`src/sv/msfd_pkg.sv`:
```
// ----------------------------------------------------------------------------
// msfd_pkg
// Shared types and constants of the Hall sensor frame decoder.
// ----------------------------------------------------------------------------
package msfd_pkg;

    localparam int unsigned CODE_W      = 12;
    localparam int unsigned BYTE_W      = 8;
    localparam int unsigned TENTHS_W    = 16;
    localparam int unsigned SQ_W        = 2 * CODE_W;
    localparam int unsigned ROOT_W      = SQ_W / 2;
    localparam int unsigned REM_W       = ROOT_W + 1;

    // square root: two result bits resolved per register stage
    localparam int unsigned SQRT_BITS_PER_STAGE = 2;
    localparam int unsigned SQRT_STAGES         = ROOT_W / SQRT_BITS_PER_STAGE;

    // unpack, square, sum, then the root stages
    localparam int unsigned FRONT_STAGES = 3;
    localparam int unsigned LATENCY      = FRONT_STAGES + SQRT_STAGES;

    localparam logic signed [CODE_W:0] TEMP_OFFSET = 13'sd315;
    localparam logic signed [4:0]      TEMP_SCALE  = 5'sd11;

    typedef struct packed {
        logic [CODE_W-1:0]   field_x;
        logic [CODE_W-1:0]   field_y;
        logic [CODE_W-1:0]   field_z;
        logic [CODE_W-1:0]   temp_code;
        logic [TENTHS_W-1:0] temp_tenths;
    } t_codes;

    typedef struct packed {
        logic              valid;
        t_codes            codes;
        logic [SQ_W-1:0]   rad;
        logic [REM_W-1:0]  rem;
        logic [ROOT_W-1:0] root;
    } t_root_beat;

endpackage

```
`src/sv/magnetic_sensor_frame_decode_unit.sv`:
```
// ----------------------------------------------------------------------------
// magnetic_sensor_frame_decode_unit
// Decodes one 3-axis Hall sensor frame into signed codes, field magnitude
// and temperature in tenths of a degree.
// ----------------------------------------------------------------------------
//  channel   direction  handshake            payload
//  frame     in         start, busy          seven frame bytes
//  result    out        o_valid (strobe)     x/y/z/temp codes, magnitude, tenths
//
//  one frame per cycle; each start beat reaches the result channel through the register stages
//  (3 front stages for unpack, square and sum, 6 root stages of 2 bits each)
//  busy is always low: the pipeline never holds and the receiver cannot stall
//  synchronous active-low reset clears the valid bits only
// ----------------------------------------------------------------------------
module magnetic_sensor_frame_decode_unit (
    input  logic        i_clk,
    input  logic        i_rst_n,
    input  logic        start,
    output logic        busy,
    input  logic [7:0]  i_x_high,
    input  logic [7:0]  i_y_high,
    input  logic [7:0]  i_z_high,
    input  logic [7:0]  i_temp_nibble_byte,
    input  logic [7:0]  i_xy_low,
    input  logic [7:0]  i_z_low,
    input  logic [7:0]  i_temp_low,
    output logic        o_valid,
    output logic signed [11:0] o_field_x,
    output logic signed [11:0] o_field_y,
    output logic signed [11:0] o_field_z,
    output logic signed [11:0] o_temp_code,
    output logic        [11:0] o_magnitude,
    output logic signed [15:0] o_temp_tenths
);

    msfd_pkg::t_root_beat w_front;
    msfd_pkg::t_root_beat w_back;

    assign busy = 1'b0;

    msfd_unpack u_unpack (
        .i_clk              (i_clk),
        .i_rst_n            (i_rst_n),
        .i_valid            (start && !busy),
        .i_x_high           (i_x_high),
        .i_y_high           (i_y_high),
        .i_z_high           (i_z_high),
        .i_temp_nibble_byte (i_temp_nibble_byte),
        .i_xy_low           (i_xy_low),
        .i_z_low            (i_z_low),
        .i_temp_low         (i_temp_low),
        .o_beat             (w_front)
    );

    msfd_sqrt u_sqrt (
        .i_clk   (i_clk),
        .i_rst_n (i_rst_n),
        .i_beat  (w_front),
        .o_beat  (w_back)
    );

    assign o_valid       = w_back.valid;
    assign o_field_x     = $signed(w_back.codes.field_x);
    assign o_field_y     = $signed(w_back.codes.field_y);
    assign o_field_z     = $signed(w_back.codes.field_z);
    assign o_temp_code   = $signed(w_back.codes.temp_code);
    assign o_magnitude   = w_back.root;
    assign o_temp_tenths = $signed(w_back.codes.temp_tenths);

    // every accepted beat comes out as a result beat
    a_latency_fwd: assert property (@(posedge i_clk) disable iff (!i_rst_n)
        (start && !busy) |-> ##(msfd_pkg::LATENCY) o_valid)
        else $error("accepted beat did not reach the output");

    // every result beat stems from an accepted start beat
    a_latency_bwd: assert property (@(posedge i_clk) disable iff (!i_rst_n)
        o_valid |-> $past(start && !busy, msfd_pkg::LATENCY))
        else $error("result beat without a matching start");

    // magnitude bounded by the largest possible field vector
    a_mag_range: assert property (@(posedge i_clk) disable iff (!i_rst_n)
        o_valid |-> (o_magnitude <= 12'd3547))
        else $error("magnitude out of range");

    // tenths path and code path stay aligned through the stages
    a_tenths_match: assert property (@(posedge i_clk) disable iff (!i_rst_n)
        o_valid |-> (32'(signed'(o_temp_tenths))
                     == (32'(signed'(o_temp_code)) - 32'sd315) * 32'sd11))
        else $error("temperature tenths do not match temperature code");

    // the root is never too large for the field codes
    a_root_floor: assert property (@(posedge i_clk) disable iff (!i_rst_n)
        o_valid |-> (int'(o_magnitude) * int'(o_magnitude)
                     <= int'(o_field_x) * int'(o_field_x)
                        + int'(o_field_y) * int'(o_field_y)
                        + int'(o_field_z) * int'(o_field_z)))
        else $error("magnitude exceeds square root of sum");

endmodule

```
`src/sv/msfd_unpack.sv`:
```
// ----------------------------------------------------------------------------
// msfd_unpack
// Front end: assembles the four codes, squares the field codes, offsets the
// temperature, then sums the squares into the radicand and scales temperature.
// ----------------------------------------------------------------------------
module msfd_unpack (
    input  logic                        i_clk,
    input  logic                        i_rst_n,
    input  logic                        i_valid,
    input  logic [msfd_pkg::BYTE_W-1:0] i_x_high,
    input  logic [msfd_pkg::BYTE_W-1:0] i_y_high,
    input  logic [msfd_pkg::BYTE_W-1:0] i_z_high,
    input  logic [msfd_pkg::BYTE_W-1:0] i_temp_nibble_byte,
    input  logic [msfd_pkg::BYTE_W-1:0] i_xy_low,
    input  logic [msfd_pkg::BYTE_W-1:0] i_z_low,
    input  logic [msfd_pkg::BYTE_W-1:0] i_temp_low,
    output msfd_pkg::t_root_beat        o_beat
);

    localparam int unsigned CW = msfd_pkg::CODE_W;
    localparam int unsigned SW = msfd_pkg::SQ_W;

    // stage 1: codes
    logic          r_v1;
    logic [CW-1:0] r_cx, r_cy, r_cz, r_ct;

    // stage 2: squares and offset temperature
    logic          r_v2;
    msfd_pkg::t_codes r_codes2;
    logic [SW-1:0] r_sqx, r_sqy, r_sqz;
    logic signed [CW:0] r_tdiff;

    // stage 3: radicand and tenths
    msfd_pkg::t_root_beat r_beat;

    logic signed [2*CW-1:0] n_sqx, n_sqy, n_sqz;
    logic signed [CW:0]     n_tdiff;
    logic signed [CW+5:0]   n_tenths;
    logic [SW-1:0]          n_sum;

    always_comb begin
        n_sqx   = $signed(r_cx) * $signed(r_cx);
        n_sqy   = $signed(r_cy) * $signed(r_cy);
        n_sqz   = $signed(r_cz) * $signed(r_cz);
        n_tdiff = $signed({r_ct[CW-1], r_ct}) - msfd_pkg::TEMP_OFFSET;
        n_tenths = r_tdiff * msfd_pkg::TEMP_SCALE;
        n_sum   = r_sqx + r_sqy + r_sqz;
    end

    always_ff @(posedge i_clk) begin
        if (!i_rst_n) begin
            r_v1         <= 1'b0;
            r_v2         <= 1'b0;
            r_beat.valid <= 1'b0;
        end else begin
            r_v1         <= i_valid;
            r_v2         <= r_v1;
            r_beat.valid <= r_v2;
        end
    end

    always_ff @(posedge i_clk) begin
        r_cx <= {i_x_high, i_xy_low[7:4]};
        r_cy <= {i_y_high, i_xy_low[3:0]};
        r_cz <= {i_z_high, i_z_low[3:0]};
        r_ct <= {i_temp_nibble_byte[7:4], i_temp_low};

        r_codes2.field_x     <= r_cx;
        r_codes2.field_y     <= r_cy;
        r_codes2.field_z     <= r_cz;
        r_codes2.temp_code   <= r_ct;
        r_codes2.temp_tenths <= '0;
        r_sqx   <= n_sqx;
        r_sqy   <= n_sqy;
        r_sqz   <= n_sqz;
        r_tdiff <= n_tdiff;

        r_beat.codes <= {r_codes2.field_x, r_codes2.field_y, r_codes2.field_z,
                         r_codes2.temp_code, n_tenths[msfd_pkg::TENTHS_W-1:0]};
        r_beat.rad   <= n_sum;
        r_beat.rem   <= '0;
        r_beat.root  <= '0;
    end

    assign o_beat = r_beat;

endmodule

```
`src/sv/msfd_sqrt_stage.sv`:
```
// ----------------------------------------------------------------------------
// msfd_sqrt_stage
// One register stage of the digit-by-digit square root, resolving two
// root bits from the top bit pairs of the radicand.
// ----------------------------------------------------------------------------
module msfd_sqrt_stage (
    input  logic                 i_clk,
    input  logic                 i_rst_n,
    input  msfd_pkg::t_root_beat i_beat,
    output msfd_pkg::t_root_beat o_beat
);

    localparam int unsigned RW  = msfd_pkg::REM_W;
    localparam int unsigned QW  = msfd_pkg::ROOT_W;
    localparam int unsigned SW  = msfd_pkg::SQ_W;
    localparam int unsigned NB  = msfd_pkg::SQRT_BITS_PER_STAGE;

    msfd_pkg::t_root_beat r_beat;
    msfd_pkg::t_root_beat n_beat;

    always_comb begin
        logic [RW+2:0] trial;
        logic [1:0]    pair;
        n_beat = i_beat;
        for (int k = 0; k < NB; k++) begin
            pair  = n_beat.rad[SW-1 -: 2];
            trial = {1'b0, n_beat.rem, pair} - {2'b00, n_beat.root, 2'b01};
            // remainder stays at most twice the root, so truncation is safe
            if (!trial[RW+2]) begin
                n_beat.rem  = trial[RW-1:0];
                n_beat.root = {n_beat.root[QW-2:0], 1'b1};
            end else begin
                n_beat.rem  = {n_beat.rem[RW-3:0], pair};
                n_beat.root = {n_beat.root[QW-2:0], 1'b0};
            end
            n_beat.rad = {n_beat.rad[SW-3:0], 2'b00};
        end
    end

    always_ff @(posedge i_clk) begin
        if (!i_rst_n) begin
            r_beat.valid <= 1'b0;
        end else begin
            r_beat.valid <= n_beat.valid;
        end
    end

    always_ff @(posedge i_clk) begin
        r_beat.codes <= n_beat.codes;
        r_beat.rad   <= n_beat.rad;
        r_beat.rem   <= n_beat.rem;
        r_beat.root  <= n_beat.root;
    end

    assign o_beat = r_beat;

endmodule

```
`src/sv/msfd_sqrt.sv`:
```
// ----------------------------------------------------------------------------
// msfd_sqrt
// Chain of square root stages from radicand to floor root.
// ----------------------------------------------------------------------------
module msfd_sqrt (
    input  logic                 i_clk,
    input  logic                 i_rst_n,
    input  msfd_pkg::t_root_beat i_beat,
    output msfd_pkg::t_root_beat o_beat
);

    msfd_pkg::t_root_beat w_chain [msfd_pkg::SQRT_STAGES+1];

    assign w_chain[0] = i_beat;

    for (genvar s = 0; s < msfd_pkg::SQRT_STAGES; s++) begin : g_stage
        msfd_sqrt_stage u_stage (
            .i_clk   (i_clk),
            .i_rst_n (i_rst_n),
            .i_beat  (w_chain[s]),
            .o_beat  (w_chain[s+1])
        );
    end

    assign o_beat = w_chain[msfd_pkg::SQRT_STAGES];

endmodule

```
`config.mk`:
```
export PLATFORM = sky130hd
export DESIGN_NAME = magnetic_sensor_frame_decode_unit
export DESIGN_NICKNAME = d
export VERILOG_FILES = /design/src/sv/msfd_pkg.sv /design/src/sv/magnetic_sensor_frame_decode_unit.sv /design/src/sv/msfd_unpack.sv /design/src/sv/msfd_sqrt_stage.sv /design/src/sv/msfd_sqrt.sv
export SDC_FILE = /design/constraint.sdc
export NUM_CORES = 2
export LEC_CHECK = 0
export ABC_CLOCK_PERIOD_IN_PS = 7400
export BUFFER_PORTS_ARGS = -buffer_cell sky130_fd_sc_hd__buf_2
export CAP_MARGIN = 20
export CORE_MARGIN = 3
export CORE_UTILIZATION = 40
export DETAILED_ROUTE_END_ITERATION = 10
export GPL_TIMING_DRIVEN = 0
export PLACE_DENSITY = 0.62
export SETUP_SLACK_MARGIN = 0.2
export SLEW_MARGIN = 10
export SYNTH_ARGS = -nofsm -noshare
export SYNTH_HDL_FRONTEND = slang
export SYNTH_SLANG_ARGS = --single-unit
```
`constraint.sdc`:
```
create_clock -name i_clk -period 7.4 [get_ports i_clk]
set_input_delay 1.48 -clock i_clk [delete_from_list [all_inputs] [get_ports i_clk]]
set_output_delay 1.48 -clock i_clk [all_outputs]
set_load 0.03 [all_outputs]
```
==> flow_summary_export.csv <==
group,metric,value,unit
clocking,cts_buffers,84,
routing,drc_errors,0,
final_layout,syn_to_final_growth,14.07,%
placement,place_ws,0.9457,ns
yosys,synthTopCellsByArea,"dfxtp_1 42%, fa_1 21%, ha_1 9.3%, inv_1 6.2%, xnor2_1 2.5%",
critical_path,critPathRequiredTime,7.92,ns
worst_hold_path,hp-class,"register to register",
global_route,grt_usage,0.1364,
timing,finalHoldViolCount,0,
clocking,clk_pin_slew,0.06,ns
routing,wl_per_cell,13.11,um
global_route,grt.overflow.total,0,
floorplan,fp.dieH,317.6,um
routing,drtAntennaViolNets,0,
yosys,async_flop_share,0,
global_route,grt_use_met1,0.1657,
clocking,clock-root-buffer,"clkbuf_16",
yosys,synth_edf_count,0,
yosys,syn_avg_cell_area,11.04,sq um
yosys,synth_top_area_cell,"dfxtp_1",
timing,rsz0062_at_grt,"no",
yosys,synth_commonest_cells,"817 x dfxtp_1, 644 x inv_1, 405 x fa_1, 288 x ha_1, 172 x nand2_1",
critical_path,timing.rr.end,"u_unpack.r_sqx[23]",
final_layout,post-route-util,0.4636,
global_route,grt_pass1_wl,114.0,mm
yosys,synth-seq-cells,817,
critical_path,critPathLaunchType,"register",
yosys,synth-simple-area-share,0.08951,
outcome,run_status,"completed",
timing,setup_viol,0,
placement,gp_congestion,0.8411,
routing,drt-initial-drc-count,877,
yosys,syn_inst,3520,
final_layout,drive_gt1_frac,0.08797,
global_route,top_usage_layer,"met2",
routing,avgViaCountPerCell,4.547,
critical_path,cp.arrival,6.90,ns
timing,setup_slack,1.020,ns
critical_path,crit_path_end_kind,"register",
yosys,muxShareOfSynthArea,0.009888,
global_route,met3_usage,0.02881,
floorplan,die_area,100900,sq um
timing,worst_clock_skew,0.03828,ns
floorplan,core_area,95580,sq um
timing,finalCriticalPeriod,6.380,ns
floorplan,num_rows,113,
critical_path,rrSetupSlack,1.02,ns
timing,finalCritPeriodShare,0.8622,
clocking,cts_setup_buffers,0,
yosys,synth.distinct_cells,90,
timing,finalSetupTns,0,ns
placement,dp_hpwl,52.53,mm
timing,slew_viol_final,0,
clocking,cts_hold_buf,0,
critical_path,critPathKind,"register to register",
timing,fmax,156.7,MHz
worst_hold_path,hold-path-endpoint,"u_sqrt.g_stage[0].u_stage.o_beat[98]",
global_route,use_met2,0.2380,
yosys,synth_most_common_cell,"dfxtp_1",
clocking,cts_tree,"built",
yosys,netlist_area,38850,sq um
critical_path,path_max_fanout,10,
yosys,synth_xor_area_frac,0.03833,
global_route,antenna_found_initial,4,
routing,routed_wl,66.50,mm
floorplan,initial_core_util,0.4065,
floorplan,die_w,317.6,um
yosys,synth_top_area_frac,0.4210,
yosys,synthAdderAreaFrac,0.3017,
final_layout,layout.nets,4491,
routing,drt-pass1-iter-count,5,
critical_path,reg2reg_depth,20,
global_route,grt_max_degree,16,
placement,io_buffers,127,
final_layout,n_fill_cell,8929,
clocking,clock-sinks,817,
worst_hold_path,hold_path_depth,0,
floorplan,io_pins,137,
yosys,synth_top_family_by_area,"adder cells",
timing,max-slew-margin-rel,0.3752,
yosys,synth_compound_area_frac,0.07112,
clocking,htree_num_levels,3,
clocking,clockBufferDepth,3,
yosys,yosys_warnings,0,
run,drv_cap,0,
clocking,cts_resized,0,
critical_path,r2r_start,"u_unpack.r_cx[0]",
timing,worst_slew_pin_slew,0.9254,ns
worst_hold_path,worstHoldStart,"u_unpack.o_beat[98]",
routing,vias,23070,
yosys,ys_seq_area_frac,0.4210,
yosys,ys_dominant_reg_cell,"dfxtp_1",
clocking,clk-insertion-delay-late,0.66,ns
global_route,grt_pass1_vias,24080,
==> how the worst max path moves through the flow <==
stage                     start                 end  cells past startpoint
2_1_floorplan  u_unpack.r_cy[7]  u_unpack.r_sqy[23]                     20
3_3_place_gp   u_unpack.r_cx[0]  u_unpack.r_sqx[23]                     20
3_5_place_dp   u_unpack.r_cx[0]  u_unpack.r_sqx[23]                     20
4_1_cts        u_unpack.r_cx[0]  u_unpack.r_sqx[23]                     20
5_1_grt        u_unpack.r_cx[0]  u_unpack.r_sqx[23]                     20
6_report       u_unpack.r_cx[0]  u_unpack.r_sqx[23]                     20
==> stage by stage <==
step | cell area (sq um) | hold WS, ns | cells
after floorplan | 38870 | 0.3096 | 3526
after global placement | 41090 | 0.3097 | 4918
after detailed placement | 41090 | 0.3121 | 4918
after CTS | 44310 | 0.2847 | 5073
after global routing | 44310 | 0.3028 | 5073
final | 44310 | 0.2956 | 5074
==> placed cells by master (no fill, tap or decap), types with 21 or more instances in the layout <==
cell,Yosys,final
xnor2_1,111,111
nand2_1,172,172
o21a_1,26,26
nor2b_1,31,31
nand2b_1,31,31
inv_1,644,644
xor2_1,59,59
a21o_1,35,35
and2_1,117,117
nor2_1,143,143
ha_1,288,288
nand3_1,40,40
dfxtp_1,817,817
o31ai_1,21,21
nor3_1,50,50
a21oi_1,109,109
or3_1,22,22
buf_2,2,129
clkbuf_16,0,84
o21ai_0,91,91
fa_1,405,405
clkbuf_1,45,50
==> layout make-up <==
cell class / count / area [sq um] / share of cell area
Timing Repair Buffer: 127 / 635.6 / 0.01434
Tap cell: 1265 / 1583 / 0.03572
Inverter: 650 / 2445 / 0.05517
Clock buffer: 101 / 2286 / 0.05159
Multi-Input combinational cell: 2009 / 19860 / 0.4482
Sequential cell: 817 / 16360 / 0.3691
Buffer: 50 / 209.0 / 0.004716
Clock inverter: 54 / 934.6 / 0.02109
Antenna cell: 1 / 2.502 / 0.00005647
==> registers in the layout (all words and copies together), names as in the netlist <==
name and cells:
u_unpack.r_cy 12, u_unpack.r_sqy 22, u_unpack.r_sqx 22, u_unpack.o_beat 89, u_unpack.r_cz 12, u_unpack.r_codes2 48, u_unpack.r_cx 12, u_unpack.r_v1 1
u_sqrt.g_stage.u_stage.o_beat 551, u_unpack.r_sqz 22, u_unpack.r_v2 1, u_unpack.r_ct 12, u_unpack.r_tdiff 13
==> critical path: stages (launching register included) <==
cell,delay [ns]
dfxtp_1,0.61
clkbuf_1,0.45
nand2_1,0.25
fa_1,0.58
inv_1,0.06
ha_1,0.32
inv_1,0.21
fa_1,0.54
inv_1,0.06
fa_1,0.55
inv_1,0.06
fa_1,0.50
inv_1,0.05
ha_1,0.34
a21o_1,0.20
a21o_1,0.16
a21oi_1,0.29
o21ai_0,0.17
o31ai_1,0.51
mux2i_1,0.24
nand4_1,0.09
==> routing by layer <==
layer	wire length, um	up-vias
met3	2858	109
li1	-	11600
met1	28760	11050
met4	2247	2
met5	13	-
met2	32620	319
==> cells by family (layout without fill, tap and decap cells) <==
logic type / Yosys count / after routing
DFF: 817 / 817
buffers and inverters: 700 / 982
adders and majority gates: 694 / 694
and+or+nand+nor: 685 / 685
AOI/OAI and AO/OA: 418 / 418
xor gates and xnor gates: 170 / 170
muxes: 35 / 35
other: 1 / 8
Power is not shown: default switching activity piles up to over one toggle a cycle in this logic, so the estimate is an artifact.
